**config.mk**
```make
export PLATFORM = sky130hd
export DESIGN_NAME = led_flash_pattern_player_top
export DESIGN_NICKNAME = d
export VERILOG_FILES = /design/src/rtl/core/lfp_pkg.sv /design/src/rtl/core/led_flash_pattern_player_top.sv /design/src/rtl/core/lfp_in_stage.sv /design/src/rtl/core/lfp_sequencer.sv /design/src/rtl/core/lfp_current.sv
export SDC_FILE = /design/constraint.sdc
export NUM_CORES = 2
export LEC_CHECK = 0
export BUFFER_PORTS_ARGS = -buffer_cell sky130_fd_sc_hd__buf_2
export CORE_UTILIZATION = 25
export DETAILED_ROUTE_END_ITERATION = 6
export HOLD_SLACK_MARGIN = 0.08
export SYNTH_ARGS = -nofsm -noshare
export SYNTH_HDL_FRONTEND = slang
export SYNTH_SLANG_ARGS = --single-unit
```
**constraint.sdc**
```tcl
create_clock -name clk -period 19.4 [get_ports clk]
set_input_delay 2.91 -clock clk [delete_from_list [all_inputs] [get_ports clk]]
set_output_delay 2.91 -clock clk [all_outputs]
set_load 0.02 [all_outputs]
```
**src/rtl/core/lfp_pkg.sv**
```systemverilog
// Shared types, constants and the gamma table of the LED flash pattern player.
`default_nettype none

package lfp_pkg;

	// pattern geometry
	localparam int PATTERN_LENGTH = 32;
	localparam int POS_W          = $clog2(PATTERN_LENGTH);
	localparam int PAT_WORDS      = 4;
	localparam int PAT_WORD_W     = 64;
	localparam int PAT_BITS       = PAT_WORDS * PAT_WORD_W;
	localparam int CHAR_W         = 8;

	// configuration port
	localparam int CFG_W     = 64;
	localparam int CFG_IDX_W = 3;

	// field and state widths
	localparam int RAND_W   = 16;
	localparam int PERIOD_W = 10;
	localparam int PEAK_W   = 15;
	localparam int DELAY_W  = 15;
	localparam int LEVEL_W  = 7;

	localparam logic [PERIOD_W-1:0] PERIOD_RESET = PERIOD_W'(100);

	typedef enum logic [CFG_IDX_W-1:0] {
		REG_PAT_LOW      = 3'd0,
		REG_PAT_MID_LOW  = 3'd1,
		REG_PAT_MID_HIGH = 3'd2,
		REG_PAT_HIGH     = 3'd3,
		REG_PERIOD       = 3'd4,
		REG_PEAK         = 3'd5
	} reg_idx_t;

	// pattern characters
	localparam logic [CHAR_W-1:0] CH_1    = 8'h31;
	localparam logic [CHAR_W-1:0] CH_9    = 8'h39;
	localparam logic [CHAR_W-1:0] CH_A    = 8'h41;
	localparam logic [CHAR_W-1:0] CH_B    = 8'h42;
	localparam logic [CHAR_W-1:0] CH_R    = 8'h52;
	localparam logic [CHAR_W-1:0] CH_S    = 8'h53;
	localparam logic [CHAR_W-1:0] CH_T    = 8'h54;
	localparam logic [CHAR_W-1:0] CH_U    = 8'h55;
	localparam logic [CHAR_W-1:0] CH_W    = 8'h57;
	localparam logic [CHAR_W-1:0] CH_X    = 8'h58;
	localparam logic [CHAR_W-1:0] CH_Y    = 8'h59;
	localparam logic [CHAR_W-1:0] CH_Z    = 8'h5A;
	localparam logic [CHAR_W-1:0] CH_DASH = 8'h2D;

	// random reductions: levels 10..99, branch odds 49 of 99, delays 1..29 periods
	localparam int LEVEL_SPAN   = 90;
	localparam int LEVEL_BASE   = 10;
	localparam int LEVEL_FULL   = 100;
	localparam int BRANCH_SPAN  = 99;
	localparam int BRANCH_LIMIT = 49;
	localparam int DELAY_SPAN   = 29;
	localparam int RECIP_SHIFT  = 22;
	localparam int RECIP_W      = 24;
	localparam logic [RECIP_W-1:0] RECIP_LEVEL  =
		RECIP_W'(((1 << RECIP_SHIFT) + LEVEL_SPAN - 1) / LEVEL_SPAN);
	localparam logic [RECIP_W-1:0] RECIP_BRANCH =
		RECIP_W'(((1 << RECIP_SHIFT) + BRANCH_SPAN - 1) / BRANCH_SPAN);
	localparam logic [RECIP_W-1:0] RECIP_DELAY  =
		RECIP_W'(((1 << RECIP_SHIFT) + DELAY_SPAN - 1) / DELAY_SPAN);

	// gamma curve, Q30 fractions
	localparam int GAMMA_TENTHS = 22;
	localparam int GAMMA_ROOT   = 10;
	localparam int Q_SHIFT      = 30;
	localparam int GFRAC_W      = Q_SHIFT + 1;
	localparam int LUT_DEPTH    = 1 << LEVEL_W;
	localparam longint unsigned Q_ONE  = 64'd1 << Q_SHIFT;
	localparam longint unsigned Q_HALF = 64'd1 << (Q_SHIFT - 1);

	typedef logic [GFRAC_W-1:0] gamma_lut_t [LUT_DEPTH];

	// current update carried to the output stage
	typedef enum logic [1:0] {
		ACT_KEEP,
		ACT_ZERO,
		ACT_LOAD
	} act_t;

	// one accepted word after random reduction
	typedef struct packed {
		logic                op;
		logic [LEVEL_W-1:0]  lvl_rem;
		logic                branch_home;
		logic [4:0]          delay_rem;
	} in_word_t;

	// result of the sequencer step
	typedef struct packed {
		act_t               act;
		logic [GFRAC_W-1:0] gfrac;
		logic               lit;
		logic               stopped;
	} step_t;

	function automatic longint unsigned q_power(longint unsigned x, int n);
		longint unsigned y;
		int              i;
		y = Q_ONE;
		for (i = 0; i < n; i++)
			y = (y * x + Q_HALF) >> Q_SHIFT;
		return y;
	endfunction

	// level -> gamma fraction, evaluated at elaboration
	function automatic gamma_lut_t build_gamma_lut();
		gamma_lut_t      lut;
		longint unsigned f;
		longint unsigned t;
		longint unsigned lo;
		longint unsigned hi;
		longint unsigned mid;
		int              lvl;
		int              k;
		for (lvl = 0; lvl < LUT_DEPTH; lvl++) begin
			lut[lvl] = '0;
			if (lvl > 0 && lvl <= LEVEL_FULL) begin
				f  = ((64'(lvl) << Q_SHIFT) + 64'(LEVEL_FULL / 2)) / LEVEL_FULL;
				t  = q_power(f, GAMMA_TENTHS);
				lo = 0;
				hi = Q_ONE;
				for (k = 0; k <= Q_SHIFT + 1; k++) begin
					if (lo < hi) begin
						mid = lo + ((hi - lo + 1) >> 1);
						if (q_power(mid, GAMMA_ROOT) <= t)
							lo = mid;
						else
							hi = mid - 1;
					end
				end
				lut[lvl] = GFRAC_W'(lo);
			end
		end
		return lut;
	endfunction

	localparam gamma_lut_t GAMMA_LUT = build_gamma_lut();

endpackage

`default_nettype wire

```
**src/rtl/core/led_flash_pattern_player_top.sv**
```systemverilog
// Top level of the LED flash pattern player: configuration registers and the three stages.
//
// The player steps through a 32-character pattern, one character per tick word
// (operation 0) while no delay runs; a word with operation 1 restarts the pattern. Every
// accepted word returns exactly one result word: led_on, led_current in milliamps and
// stopped. One word is accepted in every cycle while in_stall is low, and its result
// passes through the input register, the sequencer register and the output register;
// the loops are the sequencer state (position, pass toggle, delay count, lit) and the
// held current of the output stage. The random value is reduced in front of the input
// register, the level is looked up in a constant gamma table in the sequencer stage,
// and the one multiply by peak_current sits in the output stage.
// in_stall rises only when all three stages hold words and out_stall is high.
// Write the configuration only while no word is in flight. Register indexes:
// 0..3 pattern characters (character 0 in bits 7:0 of index 0), 4 ticks_per_period,
// 5 peak_current; indexes 6 and 7 are ignored.
`default_nettype none

module led_flash_pattern_player_top
	import lfp_pkg::*;
(
	input  wire logic                 clk,
	input  wire logic                 arst_n,
	input  wire logic                 in_valid,
	output logic                      in_stall,
	input  wire logic                 operation,
	input  wire logic [RAND_W-1:0]    random_value,
	output logic                      out_valid,
	input  wire logic                 out_stall,
	output logic                      led_on,
	output logic [PEAK_W-1:0]         led_current,
	output logic                      stopped,
	input  wire logic                 cfg_we,
	input  wire logic [CFG_IDX_W-1:0] cfg_index,
	input  wire logic [CFG_W-1:0]     cfg_data
);

	logic [PAT_WORD_W-1:0] pattern_q [PAT_WORDS];
	logic [PERIOD_W-1:0]   period_q;
	logic [PEAK_W-1:0]     peak_q;
	logic [PAT_BITS-1:0]   pattern_flat;

	logic     word_valid;
	logic     word_stall;
	in_word_t word;
	logic     step_valid;
	logic     step_stall;
	step_t    step;

	// configuration register bank; unused indexes drop the write
	always_ff @(posedge clk or negedge arst_n) begin
		if (!arst_n) begin
			for (int i = 0; i < PAT_WORDS; i++) begin
				pattern_q[i] <= '0;
			end
			period_q <= PERIOD_RESET;
			peak_q   <= '0;
		end else if (cfg_we) begin
			unique case (cfg_index) inside
				REG_PAT_LOW, REG_PAT_MID_LOW, REG_PAT_MID_HIGH, REG_PAT_HIGH: begin
					pattern_q[cfg_index[1:0]] <= cfg_data;
				end
				REG_PERIOD: begin
					period_q <= cfg_data[PERIOD_W-1:0];
				end
				REG_PEAK: begin
					peak_q <= cfg_data[PEAK_W-1:0];
				end
				default: begin
				end
			endcase
		end
	end

	// character n sits at bits 8n+7:8n of the flat pattern
	always_comb begin
		for (int i = 0; i < PAT_WORDS; i++) begin
			pattern_flat[i*PAT_WORD_W +: PAT_WORD_W] = pattern_q[i];
		end
	end

	// register the word and reduce the random value
	lfp_in_stage u_in_stage (
		.clk          (clk),
		.arst_n       (arst_n),
		.in_valid     (in_valid),
		.in_stall     (in_stall),
		.operation    (operation),
		.random_value (random_value),
		.word_valid   (word_valid),
		.word_stall   (word_stall),
		.word         (word)
	);

	// advance the pattern and decode the character
	lfp_sequencer u_sequencer (
		.clk        (clk),
		.arst_n     (arst_n),
		.word_valid (word_valid),
		.word_stall (word_stall),
		.word       (word),
		.pattern    (pattern_flat),
		.period     (period_q),
		.step_valid (step_valid),
		.step_stall (step_stall),
		.step       (step)
	);

	// scale to milliamps and hold the result word
	lfp_current u_current (
		.clk         (clk),
		.arst_n      (arst_n),
		.step_valid  (step_valid),
		.step_stall  (step_stall),
		.step        (step),
		.peak        (peak_q),
		.out_valid   (out_valid),
		.out_stall   (out_stall),
		.led_on      (led_on),
		.led_current (led_current),
		.stopped     (stopped)
	);

endmodule

`default_nettype wire

```
**src/rtl/core/lfp_in_stage.sv**
```systemverilog
// Input register of the pattern player with reduction of the random value.
`default_nettype none

module lfp_in_stage
	import lfp_pkg::*;
(
	input  wire logic              clk,
	input  wire logic              arst_n,
	input  wire logic              in_valid,
	output logic                   in_stall,
	input  wire logic              operation,
	input  wire logic [RAND_W-1:0] random_value,
	output logic                   word_valid,
	input  wire logic              word_stall,
	output in_word_t               word
);

	// remainder by a small constant: reciprocal multiply, then one correction
	function automatic logic [RAND_W-1:0] rem_by(logic [RAND_W-1:0] r,
		logic [LEVEL_W-1:0] span, logic [RECIP_W-1:0] recip);
		logic [RAND_W+RECIP_W-1:0]  prod;
		logic [RAND_W-1:0]          quo;
		logic [RAND_W+LEVEL_W-1:0]  back;
		logic [RAND_W-1:0]          rem;
		prod = (RAND_W+RECIP_W)'(r) * (RAND_W+RECIP_W)'(recip);
		quo  = prod[RECIP_SHIFT +: RAND_W];
		back = (RAND_W+LEVEL_W)'(quo) * (RAND_W+LEVEL_W)'(span);
		rem  = r - back[RAND_W-1:0];
		if (rem >= RAND_W'(span))
			rem = rem - RAND_W'(span);
		return rem;
	endfunction

	logic              valid_s1;
	in_word_t          word_s1;
	in_word_t          word_d;
	logic [RAND_W-1:0] rem_level;
	logic [RAND_W-1:0] rem_branch;
	logic [RAND_W-1:0] rem_delay;
	logic              take;

	assign in_stall = valid_s1 && word_stall;
	assign take     = in_valid && !in_stall;

	always_comb begin
		rem_level          = rem_by(random_value, LEVEL_W'(LEVEL_SPAN), RECIP_LEVEL);
		rem_branch         = rem_by(random_value, LEVEL_W'(BRANCH_SPAN), RECIP_BRANCH);
		rem_delay          = rem_by(random_value, LEVEL_W'(DELAY_SPAN), RECIP_DELAY);
		word_d.op          = operation;
		word_d.lvl_rem     = rem_level[LEVEL_W-1:0];
		word_d.branch_home = rem_branch < RAND_W'(BRANCH_LIMIT);
		word_d.delay_rem   = rem_delay[4:0];
	end

	always_ff @(posedge clk or negedge arst_n) begin
		if (!arst_n) begin
			valid_s1 <= 1'b0;
		end else if (!in_stall) begin
			valid_s1 <= in_valid;
		end
	end

	always_ff @(posedge clk) begin
		if (take) begin
			word_s1 <= word_d;
		end
	end

	assign word_valid = valid_s1;
	assign word       = word_s1;

endmodule

`default_nettype wire

```
**src/rtl/core/lfp_sequencer.sv**
```systemverilog
// Pattern sequencer: position, pass toggle, delay count and level decode.
`default_nettype none

module lfp_sequencer
	import lfp_pkg::*;
(
	input  wire logic                clk,
	input  wire logic                arst_n,
	input  wire logic                word_valid,
	output logic                     word_stall,
	input  wire in_word_t            word,
	input  wire logic [PAT_BITS-1:0] pattern,
	input  wire logic [PERIOD_W-1:0] period,
	output logic                     step_valid,
	input  wire logic                step_stall,
	output step_t                    step
);

	logic [POS_W-1:0]   pos_q;
	logic               toggle_q;
	logic [DELAY_W-1:0] delay_q;
	logic               lit_q;

	logic [POS_W-1:0]   pos_n;
	logic               toggle_n;
	logic [DELAY_W-1:0] delay_n;
	logic               lit_n;
	logic [POS_W-1:0]   pos_adv;
	logic [CHAR_W-1:0]  ch;
	logic [LEVEL_W-1:0] level;
	logic               set_level;
	logic [15:0]        u_delay;
	step_t              step_n;

	logic  valid_s2;
	step_t step_s2;
	logic  fire;

	assign word_stall = valid_s2 && step_stall;
	assign fire       = word_valid && !word_stall;

	always_comb begin
		ch        = pattern[{pos_q, 3'b000} +: CHAR_W];
		pos_adv   = (pos_q == POS_W'(PATTERN_LENGTH - 1)) ? '0 : pos_q + 1'b1;
		u_delay   = 16'(6'(word.delay_rem) + 6'd1) * 16'(period);
		pos_n     = pos_q;
		toggle_n  = toggle_q;
		delay_n   = delay_q;
		lit_n     = lit_q;
		level     = '0;
		set_level = 1'b0;
		step_n.act     = ACT_KEEP;
		step_n.stopped = 1'b0;

		if (word.op) begin
			// restart; a running delay holds its count
			toggle_n   = 1'b0;
			lit_n      = 1'b1;
			pos_n      = '0;
			step_n.act = ACT_ZERO;
		end else if (delay_q != '0) begin
			delay_n = delay_q - 1'b1;
		end else begin
			unique case (ch) inside
				[CH_1:CH_9]: begin
					set_level = 1'b1;
					level     = (LEVEL_W'(ch[3:0]) << 3) + (LEVEL_W'(ch[3:0]) << 1);
				end
				CH_A: begin
					set_level = 1'b1;
					level     = LEVEL_W'(LEVEL_FULL);
				end
				CH_R: begin
					set_level = 1'b1;
					level     = word.lvl_rem + LEVEL_W'(LEVEL_BASE);
				end
				CH_DASH: begin
					set_level = 1'b1;
				end
				CH_S: begin
					lit_n          = 1'b0;
					step_n.act     = ACT_ZERO;
					step_n.stopped = 1'b1;
				end
				CH_B: begin
					pos_n = word.branch_home ? '0 : pos_adv;
				end
				CH_T: begin
					toggle_n = !toggle_q;
					pos_n    = toggle_q ? pos_adv : '0;
				end
				CH_W: begin
					pos_n   = pos_adv;
					delay_n = DELAY_W'(period >> 1);
				end
				CH_X: begin
					pos_n   = pos_adv;
					delay_n = DELAY_W'(period);
				end
				CH_Y: begin
					pos_n   = pos_adv;
					delay_n = DELAY_W'({period, 1'b0});
				end
				CH_Z: begin
					pos_n   = pos_adv;
					delay_n = DELAY_W'({period, 2'b00});
				end
				CH_U: begin
					pos_n   = pos_adv;
					delay_n = u_delay[DELAY_W-1:0];
				end
				default: begin
					pos_n = '0;
				end
			endcase
		end

		if (set_level) begin
			pos_n      = pos_adv;
			lit_n      = level != '0;
			step_n.act = ACT_LOAD;
		end

		step_n.gfrac = GAMMA_LUT[level];
		step_n.lit   = lit_n;
	end

	always_ff @(posedge clk or negedge arst_n) begin
		if (!arst_n) begin
			pos_q    <= '0;
			toggle_q <= 1'b0;
			delay_q  <= '0;
			lit_q    <= 1'b1;
			valid_s2 <= 1'b0;
		end else begin
			if (fire) begin
				pos_q    <= pos_n;
				toggle_q <= toggle_n;
				delay_q  <= delay_n;
				lit_q    <= lit_n;
			end
			if (!word_stall) begin
				valid_s2 <= word_valid;
			end
		end
	end

	always_ff @(posedge clk) begin
		if (fire) begin
			step_s2 <= step_n;
		end
	end

	assign step_valid = valid_s2;
	assign step       = step_s2;

	a_delay_counts: assert property (@(posedge clk) disable iff (!arst_n)
		fire && !word.op && delay_q != '0 |=> delay_q == $past(delay_q) - 1'b1)
		else $error("delay did not count down by one");

	a_stop_holds: assert property (@(posedge clk) disable iff (!arst_n)
		fire && step_n.stopped |=> pos_q == $past(pos_q) && !lit_q)
		else $error("stop moved the position or left the LED lit");

	a_restart: assert property (@(posedge clk) disable iff (!arst_n)
		fire && word.op |=> pos_q == '0 && lit_q && !toggle_q)
		else $error("restart did not return to the pattern start");

endmodule

`default_nettype wire

```
**src/rtl/core/lfp_current.sv**
```systemverilog
// Output stage: scales the gamma fraction by the peak current and holds the result.
`default_nettype none

module lfp_current
	import lfp_pkg::*;
(
	input  wire logic              clk,
	input  wire logic              arst_n,
	input  wire logic              step_valid,
	output logic                   step_stall,
	input  wire step_t             step,
	input  wire logic [PEAK_W-1:0] peak,
	output logic                   out_valid,
	input  wire logic              out_stall,
	output logic                   led_on,
	output logic [PEAK_W-1:0]      led_current,
	output logic                   stopped
);

	localparam int PROD_W = GFRAC_W + PEAK_W;

	logic              valid_q;
	logic              led_on_q;
	logic [PEAK_W-1:0] led_current_q;
	logic              stopped_q;
	logic [PROD_W-1:0] prod;
	logic [PEAK_W-1:0] scaled;
	logic [PEAK_W-1:0] current_n;
	logic              fire;

	assign step_stall = valid_q && out_stall;
	assign fire       = step_valid && !step_stall;

	always_comb begin
		prod   = PROD_W'(step.gfrac) * PROD_W'(peak) + PROD_W'(Q_HALF);
		scaled = prod[Q_SHIFT +: PEAK_W];
		unique case (step.act)
			ACT_KEEP: current_n = led_current_q;
			ACT_ZERO: current_n = '0;
			ACT_LOAD: current_n = scaled;
			default:  current_n = led_current_q;
		endcase
	end

	always_ff @(posedge clk or negedge arst_n) begin
		if (!arst_n) begin
			valid_q       <= 1'b0;
			led_current_q <= '0;
		end else begin
			if (!step_stall) begin
				valid_q <= step_valid;
			end
			if (fire) begin
				led_current_q <= current_n;
			end
		end
	end

	always_ff @(posedge clk) begin
		if (fire) begin
			led_on_q  <= step.lit;
			stopped_q <= step.stopped;
		end
	end

	assign out_valid   = valid_q;
	assign led_on      = led_on_q;
	assign led_current = led_current_q;
	assign stopped     = stopped_q;

	a_keep_current: assert property (@(posedge clk) disable iff (!arst_n)
		fire && step.act == ACT_KEEP |=> led_current_q == $past(led_current_q))
		else $error("current changed on a word that keeps it");

	a_stopped_dark: assert property (@(posedge clk) disable iff (!arst_n)
		valid_q && stopped_q |-> led_current_q == '0 && !led_on_q)
		else $error("stopped word shows a lit LED");

endmodule

`default_nettype wire
```
; Yosys cells after proc, flatten, opt, wreduce, memory -nomap -nowiden
; Memories as Yosys holds them, arrays and structs flattened. A register that Yosys moved wholly into a read port is not among the register bits.
; Index checks and enable logic that the tools add are counted.
; Widths: inputs -> output; s select.
[op_classes]
n_addsub = 12
muxes = 33
multipliers = 8
n_lt_le_gt_ge = 8
shifts = 1
eq_ne = 22
bitwise_logic = 3
reduce_logical = 30
[ops]
columns = operator, count
row1 = $bwmux 256, 1
row2 = $shiftx 256x9->8, 1
row3 = $demux 64 s2, 1
row4 = $eq 8x7->1 const B, 10
row5 = $pmux 15 s5, 1
row6 = $mux 64, 1
row7 = $sub 16x16->16, 3
row8 = $add 45x30->45 const B, 1
row9 = $mul 31x15->45, 1
row10 = $mux 5, 7
row11 = $ge 16x7->1 const B, 2
row12 = $mul 16x16->32 const B, 1
row13 = $mul 16x15->31 const B, 1
row14 = $mul 16x14->30 const B, 1
row15 = $pmux 15 s2, 1
row16 = $mux 7, 3
row17 = $pmux 7 s3, 1
row18 = $pmux 5 s4, 1
row19 = $ge 16x5->1 const B, 1
row20 = $lt 16x6->1 const B, 1
row21 = $mul 10x7->16 const B, 1
row22 = $mul 12x5->16 const B, 1
row23 = $mul 16x10->15, 1
row24 = $mux 16, 1
row25 = 41 further kinds, 73
[totals]
output_inout_bits = 19
regBits = 341
wordCells = 141
rom_bits = 3968
inputBits = 89
n_memories = 1
[mem_list]
columns = memory, depth, width, read_ports, rd_clocked_by_memory_dff, wr, line
row1 = (no name shown), 128, 31, 1, 1, 0, lfp_sequencer.sv:124  ; step_n.gfrac = GAMMA_LUT[level];

; Longest topological paths before layout
[logic_depth]
ltp_word = 9
depth_mapped = 42
depth_no_buf = 42

; Cells and area by module
; A second synthesis with hierarchy kept.
[hier_totals]
cells_unflattened = 5309
hier_area_um2 = 53750.3
[by_module_without_submodules]
columns = mod, cells_per_inst, area_per_inst_um2, seq_area_each_um2, instances
row1 = lfp_in_stage, 1861, 17762.0, 445.4, 1
row2 = lfp_current, 1664, 14691.6, 460.4, 1
row3 = led_flash_pattern_player_top, 598, 11124.4, 7035.5, 1
row4 = lfp_sequencer, 1186, 10172.3, 1627.8, 1

; Worst setup path after synthesis
; Ideal clock, no wire load.
[synth_path]
kind = input -> register
startpoint = in random_value[8]
endpoint = reg u_in_stage.word_s1, in the netlist u_in_stage.word[5] (data pin)
t_required_ps = 19123
cell_stages = 39
setup_slack_ps = 6337
path_buffers = 0
arrival_time_ps = 12786
setup_time_ps = 277
path_cell_list = inv_1 fa_1 fa_1 inv_1 ha_1 inv_1 fa_1 inv_1 fa_1 inv_1 fa_1 inv_1 ha_1 a211o_1 o21ai_0 and3_1 a21oi_1 a2111oi_0 [3 not listed] xnor2_1 inv_1 fa_1 fa_1 inv_1 fa_1 inv_1 ha_1 a21o_1 a41oi_1 o21ai_0 a211oi_1 nor2_1 a311oi_1 nor3b_1 or4_1 o211ai_1 a2111oi_0
[synth_rtl]
columns = item, line
row1 = "start, declared", led_flash_pattern_player_top.sv:26  ; input wire logic [RAND_W-1:0] random_value,
row2 = "end signal, assigned", lfp_in_stage.sv:65  ; word_s1 <= word_d;
row3 = "end, declared", lfp_in_stage.sv:35  ; in_word_t word_s1;

; Worst setup path after layout
[layout_path]
startpoint = in random_value[13]
endpoint = reg u_in_stage.word_s1, in the netlist u_in_stage.word[3] (data pin)
[layout_via]
elab_chain_len = 5
elab_cells_between_ends = 6
classes_between = add/sub: 2 / mul: 2 / order compare: 1 / mux: 1
[layout_lines]
columns = item, line
row1 = $mul 16x15->31, lfp_in_stage.sv:25  ; prod = (RAND_W+RECIP_W)'(r) * (RAND_W+RECIP_W)'(recip);
row2 = $mul 12x5->16, lfp_in_stage.sv:27  ; back = (RAND_W+LEVEL_W)'(quo) * (RAND_W+LEVEL_W)'(span);
row3 = $sub 16x16->16 (*), lfp_in_stage.sv:28  ; rem = r - back[RAND_W-1:0];
row4 = $ge 16x5->1 / $sub 5x5->5 (equally long branches), "lfp_in_stage.sv:29, lfp_in_stage.sv:30"
row5 = $mux 5 (*), lfp_in_stage.sv:29  ; if (rem >= RAND_W'(span))
row6 = net u_in_stage.rem_delay[3], lfp_in_stage.sv:39  ; logic [RAND_W-1:0] rem_delay;
; The timed path passes the listed nets; every way through them passes the cells marked *.
; A chain may end at the register's enable or synchronous reset.

==> run_results.csv <==
group,metric,value,unit
outcome,status,"finished clean",
grt,grt_pass1_wl,236600,um
cells_and_area,area_growth_syn_to_layout,9.373,%
sta,fmax,70.39,MHz
sta,worst_slew_pin_slew,1160,ps
grt,antenna_found_initial,19,
critical_path,startpoint,"random_value[13]",
floorplan,die_w,461.0,um
logic_synthesis,ys_seq_area_share,18.17,%
critical_path,cp_slowest_cell,"a211oi_1",
logic_synthesis,post_synth_num_cell_types,111,
floorplan,core,0.2096,mm2
critical_path,critPathMaxFanout,14,
cts,cts-htree-levels,2,
critical_path,criticalPathCategory,"in -> reg",
sta,final_hold_viol_count,0,
cts,root_buffer,"clkbuf_16",
cts,cts_setup_buffers,0,
logic_synthesis,postSynthNetCount,6745,
grt,first_global_vias,40460,
cells_and_area,nets,6739,
drt,drtPass1Iterations,7,
floorplan,io_pins,108,
grt,grt_overflow_total,0,
drt,wirelength,150000,um
placed_design,dp_hpwl,115000,um
drt,drt_iter0_markers,2317,
drt,routed_via_density,4.691,
sta,drv_slew,0,
sta,relSlewSlack,22.27,%
critical_path,startpoint_type,"input pin",
min_path,hp-start,"u_current.led_current[0]",
logic_synthesis,yosys_warnings,0,
logic_synthesis,synth.largest_area_cell,"fa_1",
cts,cts_tree,"built",
logic_synthesis,synth_area,0.05267,mm2
floorplan,die_area,0.2125,mm2
cts,clockBufferDepth,3,
critical_path,critPathRequiredTime,19730,ps
logic_synthesis,synthFlopType,"dfrtp_1",
sta,period_needed,14210,ps
drt,routedWlPerCell,18.37,um
drt,via_count,38320,
critical_path,cpPeakStageDelay,810,ps
logic_synthesis,synth_edf_count,51,
critical_path,r2r_start,"peak_q[2]",
floorplan,fp.dieH,461.0,um
placed_design,gp_congestion,0.9085,
sta,clock_skew,37.08,ps
critical_path,arrival,14540,ps
run,drv_cap,0,
placed_design,portBuffers,107,
logic_synthesis,synth_top_area_share,26.76,%
sta,setup_tns,0,ps
drt,route.detailed.drc,0,
logic_synthesis,synth_seq_cells,372,
cts,clock-sinks,372,
logic_synthesis,synth_area_per_cell,9.888,um2
floorplan,std_cell_rows,168,
logic_synthesis,synth_common_cells,"987 x inv_1, 704 x fa_1, 625 x ha_1",
cells_and_area,drive_gt1_share,11.83,%
floorplan,start_util,25.13,%
cts,clkTransAtPathRegs,70,ps
sta,setup_viol,0,
sta,grt_setup_unrepaired,"no",
logic_synthesis,yosysMostFrequentCell,"inv_1",
logic_synthesis,async_flop_share,86.29,%
logic_synthesis,syn-instance-count,5327,
logic_synthesis,synthTopCellsByArea,"fa_1 27%, dfrtp_1 15%, ha_1 15%",
grt,grt_usage,14.11,%
grt,grt_max_degree,134,
critical_path,critical_path.most_common_cell,"fa_1",
drt,ant_nets,0,
critical_path,cp-end-kind,"flop",
sta,fin_crit_sh,73.23,%
cts,cts_resized,0,
cts,clk_latency,600,ps
cts,cts-hold-fix-buffers,0,
min_path,hold_class,"reg -> reg",
cts,cts_buffers,40,
-- area by class of cell --
cell class / count / area, um2
diodes: 10 / 25.02
clock buffers: 55 / 1147
clock inverters: 19 / 285.3
fillers: 21970 / 152000
inverters: 992 / 3726
multi-input cells: 3753 / 38390
flip-flops and latches: 372 / 9574
well taps: 2805 / 3510
repair buffers: 162 / 958.4
-- layout by cell type (no fill, tap or decap), types with 10 or more instances in the layout --
| cell | Yosys | final |
|---|---|---|
| o21ai_0 | 131 | 130 |
| buf_2 | 26 | 106 |
| nor4_1 | 13 | 13 |
| nor2b_1 | 29 | 29 |
| or3_1 | 17 | 17 |
| ha_1 | 625 | 625 |
| edfxtp_1 | 51 | 51 |
| o31ai_1 | 16 | 16 |
| o221ai_1 | 10 | 10 |
| clkbuf_16 | 0 | 40 |
| xnor2_1 | 84 | 84 |
| nand2_1 | 549 | 549 |
| o211ai_1 | 26 | 26 |
| diode_2 | 0 | 10 |
| nand4_1 | 20 | 20 |
| fa_1 | 704 | 704 |
| nand2b_1 | 26 | 26 |
| nand3_1 | 72 | 71 |
| and3_1 | 18 | 18 |
| o21bai_1 | 20 | 20 |
| mux2i_1 | 103 | 103 |
| a21o_1 | 38 | 38 |
| o21ai_1 | 18 | 18 |
| inv_1 | 987 | 987 |
| a211o_1 | 10 | 10 |
| a211oi_1 | 36 | 36 |
| nor3_1 | 57 | 56 |
| dfrtp_1 | 317 | 315 |
| mux2_2 | 305 | 305 |
| or2_2 | 10 | 10 |
| buf_4 | 8 | 55 |
| a21oi_1 | 163 | 163 |
| and2_1 | 152 | 152 |
| a31oi_1 | 25 | 25 |
| nor2_1 | 143 | 141 |
| xor2_1 | 51 | 51 |
| o21a_1 | 21 | 20 |
| a22oi_1 | 43 | 43 |
| mux4_2 | 28 | 28 |
| a22o_1 | 12 | 12 |
-- sequential cells by signal (all words and copies together) (netlist names) --
register and count:
u_in_stage.word_valid 1, u_sequencer.step 35, period_q 10, u_current.out_valid 1
u_sequencer.delay_q 15, pattern_flat 256, u_sequencer.toggle_q 1, u_sequencer.step_valid 1
u_sequencer.pos_q 5, u_in_stage.word 14, u_current.led_on 1, u_sequencer.lit_q 1
peak_q 15, u_current.led_current 15, u_current.stopped 1
-- logic make-up (layout without fill, tap and decap cells) --
family,Yosys count,in the layout,synth area share [%]
AOI/OAI and AO/OA,679,679,8.611
xor gates and xnor gates,135,135,2.245
adders and majority gates,1331,1331,41.64
buffers and inverters,1202,1228,9.033
DFF,372,372,18.17
muxes,437,437,9.696
other,0,10,0
and+or+nand+nor,1171,1171,10.61
-- layer usage --
| metal | vias up | global-route usage [%] | part of all wire (%) |
|---|---|---|---|
| li1 | 17430 | - | - |
| met1 | 19560 | 19.00 | 44 |
| met2 | 1097 | 23.65 | 48 |
| met3 | 223 | 1.467 | 5.4 |
| met4 | 14 | 4.287 | 3.0 |
| met5 | - | 0 | 0.058 |
-- stage by stage --
stage / setup slack (ps) / utilization, % / cell area [um2] / hold WS [ps] / std cells
after floorplan: 6337 / - / 52670 / 400.3 / 5327
after global placement: 4744 / 26.79 / 56150 / 464.7 / 8084
after detailed placement: 4530 / 26.79 / 56150 / 471.2 / 8084
after CTS: 5157 / 27.48 / 57590 / 485.9 / 8158
after global routing: 4322 / 27.48 / 57590 / 506.1 / 8159
final: 5193 / 27.49 / 57610 / 478.5 / 8168
-- worst max-delay path: cells and delay by family --
kind,cells,cell delay [ps]
AND/OR/NAND/NOR,7,1590
buffers and inverters,7,1170
adder cells (fa/ha/maj),11,5350
XOR/XNOR,2,520
AO/OA/AOI/OAI,11,2980
-- worst paths after layout --
path,to,slack [ps],cells past startpoint
hold reg to reg,u_current.led_current[0],480,2
max in group asynchronous,u_sequencer.pos_q[1],13910,4
setup reg to reg,u_current.led_current[12],11810,26
setup / recovery,u_in_stage.word[3],5190,38
hold / removal,u_current.led_current[0],480,2
min in group asynchronous,pattern_flat[151],2420,1
Power is left out: the tool's default activity adds up to more than one toggle a clock period on the data nets, which glitch-free logic cannot reach.
